[config.mk]
export PLATFORM = sky130hd
export DESIGN_NAME = itef_ctrl
export DESIGN_NICKNAME = d
export VERILOG_FILES = /design/src/sv/itef_pkg.sv /design/src/sv/itef_ctrl.sv
export SDC_FILE = /design/constraint.sdc
export NUM_CORES = 1
export LEC_CHECK = 0
export ABC_AREA = 0
export BUFFER_PORTS_ARGS = -buffer_cell sky130_fd_sc_hd__buf_2
export CAP_MARGIN = 20
export CORE_MARGIN = 2
export CORE_UTILIZATION = 38
export DETAILED_ROUTE_END_ITERATION = 10
export PLACE_DENSITY_LB_ADDON = 0.3
export SYNTH_ARGS = -nofsm -noshare
export SYNTH_HDL_FRONTEND = slang
export SYNTH_SLANG_ARGS = --single-unit
[constraint.sdc]
create_clock -name clk -period 4.2 [get_ports clk]
set_input_delay 0.42 -clock clk [delete_from_list [all_inputs] [get_ports clk]]
set_output_delay 0.42 -clock clk [all_outputs]
set_load 0.02 [all_outputs]
[src/sv/itef_pkg.sv]
// itef_pkg: shared types, widths and constants of the inductor track error front end
// no dependencies; every other file refers to it by scoped names
`default_nettype none
package itef_pkg;

	// fixed field widths
	localparam int SAMPLE_BITS = 12;
	localparam int CHANNELS    = 10;
	localparam int USED        = 8;
	localparam int CFGW        = 7;
	localparam int OPW         = 2;
	localparam int ERRW        = 16;
	localparam int MINW        = 13;
	localparam int CFG_IDXW    = 1;

	// q8 fixed point
	localparam int Q8_BITS     = 8;
	localparam int Q8_ONE      = 256;
	localparam int NORM_SCALE  = 100;
	localparam int NORM_MULT   = NORM_SCALE * Q8_ONE;

	// derived datapath widths
	localparam int NORMW = SAMPLE_BITS + 15;          // normalized channel value
	localparam int LW    = NORMW + 1;                 // row sum or row root
	localparam int MAGW  = CFGW + LW - Q8_BITS;       // gain times |difference|
	localparam int DNW   = MAGW + Q8_BITS;            // divider dividend
	localparam int DDW   = LW + 1 - Q8_BITS;          // divider divisor
	localparam int SQW   = 2 * NORMW + 1;             // sum of two squares

	localparam logic [MINW-1:0]        CAL_MIN_START = MINW'(5000);
	localparam logic [SAMPLE_BITS-1:0] FULL_SCALE    = '1;

	// register reset values
	localparam logic [CFGW-1:0] AVG_COUNT_RESET = CFGW'(10);
	localparam logic [CFGW-1:0] GAIN_RESET      = CFGW'(30);

	// register indexes
	localparam logic [CFG_IDXW-1:0] CFG_AVG_COUNT = 1'b0;
	localparam logic [CFG_IDXW-1:0] CFG_GAIN      = 1'b1;

	typedef enum logic [OPW-1:0] {
		OP_SWEEP     = 2'd0,
		OP_CAL_START = 2'd1,
		OP_CAL_END   = 2'd2
	} op_t;

	typedef enum logic [1:0] {
		DV_AVG,
		DV_NORM,
		DV_ERR
	} div_src_t;

	// controller to datapath
	typedef struct packed {
		logic       sweep;
		logic       cal_start;
		logic       cal_end;
		logic       div_go;
		div_src_t   div_src;
		logic       cal_upd;
		logic       sq_go;
		logic       root_go;
		logic       err_prep;
		logic       out_load;
		logic [3:0] idx;
	} cmd_t;

	// datapath to controller
	typedef struct packed {
		logic win_close;
		logic div_done;
		logic root_done;
		logic fault;
		logic cal_mode;
		logic out_free;
	} sts_t;

	// normalized slot to channel: right outer, right inner, left inner, left outer per row
	function automatic logic [3:0] used_ch(input logic [2:0] slot);
		logic [3:0] ch;
		case (slot)
			3'd0:    ch = 4'd0;
			3'd1:    ch = 4'd1;
			3'd2:    ch = 4'd3;
			3'd3:    ch = 4'd4;
			3'd4:    ch = 4'd5;
			3'd5:    ch = 4'd6;
			3'd6:    ch = 4'd8;
			default: ch = 4'd9;
		endcase
		return ch;
	endfunction

endpackage
`default_nettype wire

[src/sv/itef_ctrl.sv]
// itef_ctrl: sequencer for accumulation, window close, calibration and error forming
// depends on itef_pkg for command and status structs
`default_nettype none
module itef_ctrl (
	input  wire logic                     clk,
	input  wire logic                     arst_n,
	input  wire logic                     in_valid,
	input  wire logic [itef_pkg::OPW-1:0] operation,
	input  wire itef_pkg::sts_t           sts,
	output logic                          in_ready,
	output itef_pkg::cmd_t                cmd
);
	typedef enum logic [3:0] {
		S_IDLE,
		S_AVG_GO,
		S_AVG_WAIT,
		S_CAL,
		S_CHECK,
		S_NORM_GO,
		S_NORM_WAIT,
		S_SQ,
		S_ROOT_GO,
		S_ROOT_WAIT,
		S_ERR_PREP,
		S_ERR_GO,
		S_ERR_WAIT,
		S_OUT
	} state_t;

	state_t     state_q;
	logic [3:0] idx_q;

	always_ff @(posedge clk or negedge arst_n) begin
		if (!arst_n) begin
			state_q <= S_IDLE;
			idx_q   <= '0;
		end else begin
			unique case (state_q)
				S_IDLE: begin
					if (in_valid && operation == itef_pkg::OP_SWEEP && sts.win_close) begin
						state_q <= S_AVG_GO;
						idx_q   <= '0;
					end
				end
				S_AVG_GO: state_q <= S_AVG_WAIT;
				S_AVG_WAIT: begin
					if (sts.div_done) begin
						if (idx_q == 4'(itef_pkg::CHANNELS - 1)) begin
							state_q <= S_CAL;
						end else begin
							idx_q   <= idx_q + 1'b1;
							state_q <= S_AVG_GO;
						end
					end
				end
				S_CAL: state_q <= S_CHECK;
				S_CHECK: begin
					idx_q <= '0;
					if (sts.cal_mode || sts.fault)
						state_q <= S_OUT;
					else
						state_q <= S_NORM_GO;
				end
				S_NORM_GO: state_q <= S_NORM_WAIT;
				S_NORM_WAIT: begin
					if (sts.div_done) begin
						if (idx_q == 4'(itef_pkg::USED - 1)) begin
							idx_q   <= '0;
							state_q <= S_SQ;
						end else begin
							idx_q   <= idx_q + 1'b1;
							state_q <= S_NORM_GO;
						end
					end
				end
				S_SQ:      state_q <= S_ROOT_GO;
				S_ROOT_GO: state_q <= S_ROOT_WAIT;
				S_ROOT_WAIT: begin
					if (sts.root_done) begin
						if (idx_q[0]) begin
							idx_q   <= '0;
							state_q <= S_ERR_PREP;
						end else begin
							idx_q   <= 4'd1;
							state_q <= S_SQ;
						end
					end
				end
				S_ERR_PREP: state_q <= S_ERR_GO;
				S_ERR_GO:   state_q <= S_ERR_WAIT;
				S_ERR_WAIT: begin
					if (sts.div_done) begin
						if (idx_q[0]) begin
							state_q <= S_OUT;
						end else begin
							idx_q   <= 4'd1;
							state_q <= S_ERR_PREP;
						end
					end
				end
				S_OUT: begin
					if (sts.out_free)
						state_q <= S_IDLE;
				end
				default: state_q <= S_IDLE;
			endcase
		end
	end

	assign in_ready = state_q == S_IDLE;

	// commands decoded from state
	always_comb begin
		cmd           = '0;
		cmd.idx       = idx_q;
		cmd.div_src   = itef_pkg::DV_AVG;
		if (state_q == S_IDLE && in_valid) begin
			case (operation)
				itef_pkg::OP_SWEEP:     cmd.sweep     = 1'b1;
				itef_pkg::OP_CAL_START: cmd.cal_start = 1'b1;
				itef_pkg::OP_CAL_END:   cmd.cal_end   = 1'b1;
				default: ;
			endcase
		end
		case (state_q)
			S_AVG_GO: cmd.div_go = 1'b1;
			S_CAL:    cmd.cal_upd = 1'b1;
			S_NORM_GO, S_NORM_WAIT: begin
				cmd.div_src = itef_pkg::DV_NORM;
				cmd.div_go  = state_q == S_NORM_GO;
			end
			S_SQ:       cmd.sq_go    = 1'b1;
			S_ROOT_GO:  cmd.root_go  = 1'b1;
			S_ERR_PREP: cmd.err_prep = 1'b1;
			S_ERR_GO, S_ERR_WAIT: begin
				cmd.div_src = itef_pkg::DV_ERR;
				cmd.div_go  = state_q == S_ERR_GO;
			end
			S_OUT:    cmd.out_load = sts.out_free;
			default: ;
		endcase
	end
endmodule
`default_nettype wire

Word level (Yosys, flattened, before mapping)
Index checks and enable logic that the tools add are counted.
- register bits after elaboration: 8
- add/sub/neg operators: 1
- equality and inequality tests: 25
- mux-type cells: 33
- reduce and logical (&&, ||, !) cells: 12
- operator list (operator ; count):
    4-bit two-way mux ; 16
    4-bit case mux with 14 select lines ; 1
    4-bit equality test (second input constant) ; 7
    4-bit case mux with 6 select lines ; 1
    4-bit by 3-bit equality test with 1-bit output (second input constant) ; 5
    2-bit != test (second input constant) ; 7
    1-bit two-way mux ; 9
    4-bit by 2-bit equality test with 1-bit output (second input constant) ; 2
    8-bit AND reduction ; 1
    7-bit AND reduction ; 1
    3-bit two-way mux ; 2
    6-bit AND reduction ; 1
    6-bit nonzero test ; 1
    4-bit by 1-bit adder with 4-bit output (second input constant) ; 1
    4-bit by 1-bit equality test with 1-bit output (second input constant) ; 1
    4-bit logical NOT ; 1
    2-bit two-way mux ; 2
    2-bit case mux with 2 select lines ; 1
    2-bit OR reduction ; 2
    1-bit logical AND ; 3
    1-bit case mux with 3 select lines ; 1
    2-bit by 1-bit equality test with 1-bit output (second input constant) ; 1
    2-bit equality test (second input constant) ; 1
    2-bit logical NOT ; 1
    2 further kinds ; 2

Longest topological paths before layout
- depth after elaboration: 5
- depth in mapped cells: 7
- mapped depth without buffers: 7

Worst setup path after synthesis
OpenSTA, ideal clock, no wires.
- kind: register to output
- from: register state_q[2]
- to: output cmd[13] (netlist name)
- data arrival time: 1.732 ns
- data required time: 3.780 ns
- slack: 2.048 ns
- cell stages (with the launch flop): 5
- buffers on the path: 1
- cell sequence: dfrtp_1 -> buf_2 -> nor4_4 -> nand2_1 -> nor3b_1
- RTL lines (element ; RTL line ; RTL):
    start, declared ; itef_ctrl.sv:30 ; state_t state_q;
    start signal, assigned ; itef_ctrl.sv:35 ; state_q <= S_IDLE;
    start signal, assigned ; itef_ctrl.sv:41 ; state_q <= S_AVG_GO;
    start signal, assigned ; itef_ctrl.sv:45 ; S_AVG_GO: state_q <= S_AVG_WAIT;
    end, declared ; itef_ctrl.sv:11 ; output itef_pkg::cmd_t cmd

==> flow_summary.yaml <==
detailed_routing:
  wirelength_um: 2060
  wl_per_cell_um: 13.4
  antenna_left: 0
  drt_first_pass_iters: 4
  drt_first_iter_violations: 19
  drcViolationCount: 0
  wl_met1_um: 939
  viasPerCell: 5.76
  wl_met3_um: 115
  dr_total_vias: 881
  top_layer_used: "met3"
  dr_wl_met2_um: 1000
timing:
  fin_skew_ps: 5.80
  maxSlewHeadroom_pct: 54.9
  rsz0062_at_grt: "false"
  finalHoldViolCount: 0
  finalSetupViolCount: 0
  tns_ps: 0
  tightest_slew_ps: 676
  finalCritPeriodShare_pct: 53.7
  finalCriticalPeriod_ps: 2260
  timing.fmax_ghz: 0.443
  slew_violations: 0
floorplanning:
  ios: 27
  core_um2: 2210
  initial_core_util_pct: 40.4
  die-height_um: 52.5
  placementRows: 17
  die_area_um2: 2750
  die_w_um: 52.5
setup_path:
  cp-start-kind: "flip-flop"
  cp_max_fo: 20
  crit_type: "reg -> out"
  cp-end-kind: "output port"
  crit_arrival_ps: 1840
  worstPathRequired_ps: 3780
logic_synthesis:
  synth-seq-area-share_pct: 22.4
  ys_ff_latch: 8
  synth-main-ff-cell: "dfrtp_1"
  synth_edf_count: 0
  syn_area_per_cell_um2: 8.59
  synth_area_um2: 893
  synth_nets: 117
  async_flop_share_pct: 100
  syn_inst: 104
  synth_warnings: 0
  synth_cell_types: 43
min_path:
  hold_path.class: "in -> reg"
cts:
  cts_root_buffer: "clkbuf_4"
  clockBufferDepth: 2
  cts_sinks: 8
  htreeDepth: 1
  clock_latency_ps: 250
  cts_buffers: 3
  clk_pin_slew_ps: 60
  tritoncts: "done"
grt:
  track_usage_pct: 16.5
  grt_max_degree: 22
  globalRouteOverflowTotal: 0
  grt_pass1_vias: 728
  antenna_found_initial: 0
  grt_pass1_wl_um: 3410
final_layout:
  fin_util_pct: 46.9
  layout-drive-gt1-share_pct: 31.2
  fin_cells: 153
  area_growth_pct: 16.1
  n_antenna_cell: 0
  nNetsFinal: 140
power_and_ir_drop:
  total_power_uw: 677
  peakVddDrop_mv: 0.302
  power_density_nw_per_um2: 653
  p_leak_uw: 0.000448
placed_design:
  place_inst: 149
  io_buffers: 26
  dp_hpwl_um: 1500
  gp_congestion: 0.783
status:
  status: "complete, no violations"
job:
  cap_violations: 0
[final cells by class]
cell class / count / area (um2)
clock buffer: 3 / 22.5
fill: 230 / 1170
inverter: 6 / 22.5
multi-input combinational: 81 / 617
sequential: 8 / 200
tap: 28 / 35.0
timing repair buffer: 27 / 140
[registers in the layout, summed over array words and instances, names as in the netlist]
| register | count |
|---|---|
| state_q | 4 |
| idx_q | 4 |
[metrics by stage]
step           area (um2)  hold WS (ps)  setup slack, ps
3_5_place_dp         1000           278             2070
3_3_place_gp         1000           275             2120
4_1_cts              1040           414             1910
2_1_floorplan         893           124             2050
5_1_grt              1040           418             1760
6_report             1040           428             1940
[where the power goes]
part	switching (uW)	internal, uW
Combinational	232	183
Sequential	104	98.7
Clock	26.8	32.8
[cell usage after synthesis, types with 2 or more instances]
cell,n,area share (%)
nor3_1,4,2.2
nand3_1,3,1.7
inv_1,6,2.5
o41ai_1,2,2.0
nor2_1,12,5.0
nor3b_1,5,4.2
clkbuf_1,2,0.84
o21ai_2,2,2.0
nand2_1,4,1.7
o21ai_0,5,2.8
a211oi_1,2,1.7
buf_6,2,2.5
buf_2,4,2.2
nor2b_1,3,2.1
nand2b_1,5,3.5
dfrtp_1,8,22
a21oi_1,7,3.9
ha_1,2,2.8
o21ai_1,2,1.1
[kinds of logic (layout without fill, tap and decap cells)]
logic type | count (synthesis) | after routing | share of synthesized area (%)
DFF | 8 | 8 | 22.4
adders and majority gates | 2 | 2 | 2.80
and+or+nand+nor | 43 | 43 | 28.7
buffers and inverters | 15 | 36 | 8.54
muxes | 2 | 2 | 2.80
AOI/OAI and AO/OA | 34 | 34 | 34.7
[per-layer routing]
layer | vias to the layer above | global-route usage (%)
li1 | 434 | -
met1 | 416 | 23.4
met3 | 0 | 1.71
met5 | - | 0
met4 | 0 | 8.12
met2 | 31 | 24.6
[layout by cell type, fill, tap and decap left out, drive strengths merged]
| cell type | synthesis | layout |
|---|---|---|
| mux2 | 1 | 1 |
| nor3 | 4 | 4 |
| or2b | 1 | 1 |
| inv | 6 | 6 |
| nor3b | 5 | 5 |
| nand2b | 5 | 5 |
| o21ai | 10 | 10 |
| or3 | 1 | 1 |
| a221oi | 1 | 1 |
| a2bb2oi | 1 | 1 |
| nor2b | 3 | 3 |
| nor2 | 12 | 12 |
| dfrtp | 8 | 8 |
| buf | 7 | 26 |
| a311oi | 1 | 1 |
| nor4 | 1 | 1 |
| o211ai | 1 | 1 |
| clkbuf | 2 | 3 |
| a41o | 1 | 1 |
| o41ai | 3 | 3 |
| a41oi | 1 | 1 |
| a211o | 1 | 1 |
| o311ai | 1 | 1 |
| or3b | 1 | 1 |
| nand3 | 3 | 3 |
| o32a | 1 | 1 |
| nor4bb | 1 | 1 |
| and4 | 1 | 1 |
| dlygate4sd3 | 0 | 1 |
| a21oi | 7 | 7 |
| nand4bb | 1 | 1 |
| a211oi | 2 | 2 |
| nand2 | 4 | 4 |
| o22ai | 1 | 1 |
| o32ai | 1 | 1 |
| ha | 2 | 2 |
| o31ai | 1 | 1 |
| mux2i | 1 | 1 |
[critical path: stages, from the launching register on]
cell and delay, ps:
dfrtp_1 610, nor4_4 440, nand2_1 140, nor3b_1 210, buf_2 190
[timing repair]
| item | 4_1_cts | 5_1_grt |
|---|---|---|
| gates resized for setup | 0 | 0 |
| endpoints found under the hold margin | 8 | 0 |
| endpoints found under the setup margin | 0 | 0 |
| hold buffers | 1 | 0 |
| buffers inserted | 0 | 0 |
[path summary, 6_finish.rpt]
| check | start | to | slack [ps] | cells after the start |
|---|---|---|---|---|
| min reg2reg | idx_q[1] | idx_q[1] | 580 | 2 |
| max in group asynchronous | arst_n | state_q[3] | 3490 | 2 |
| min in group asynchronous | arst_n | idx_q[3] | 530 | 2 |
| max reg2reg | state_q[0] | state_q[2] | 2050 | 5 |
| max | state_q[2] | cmd[13] | 1940 | 4 |
| min | sts[4] | state_q[1] | 430 | 2 |
Power figures use the tool's default switching activity.
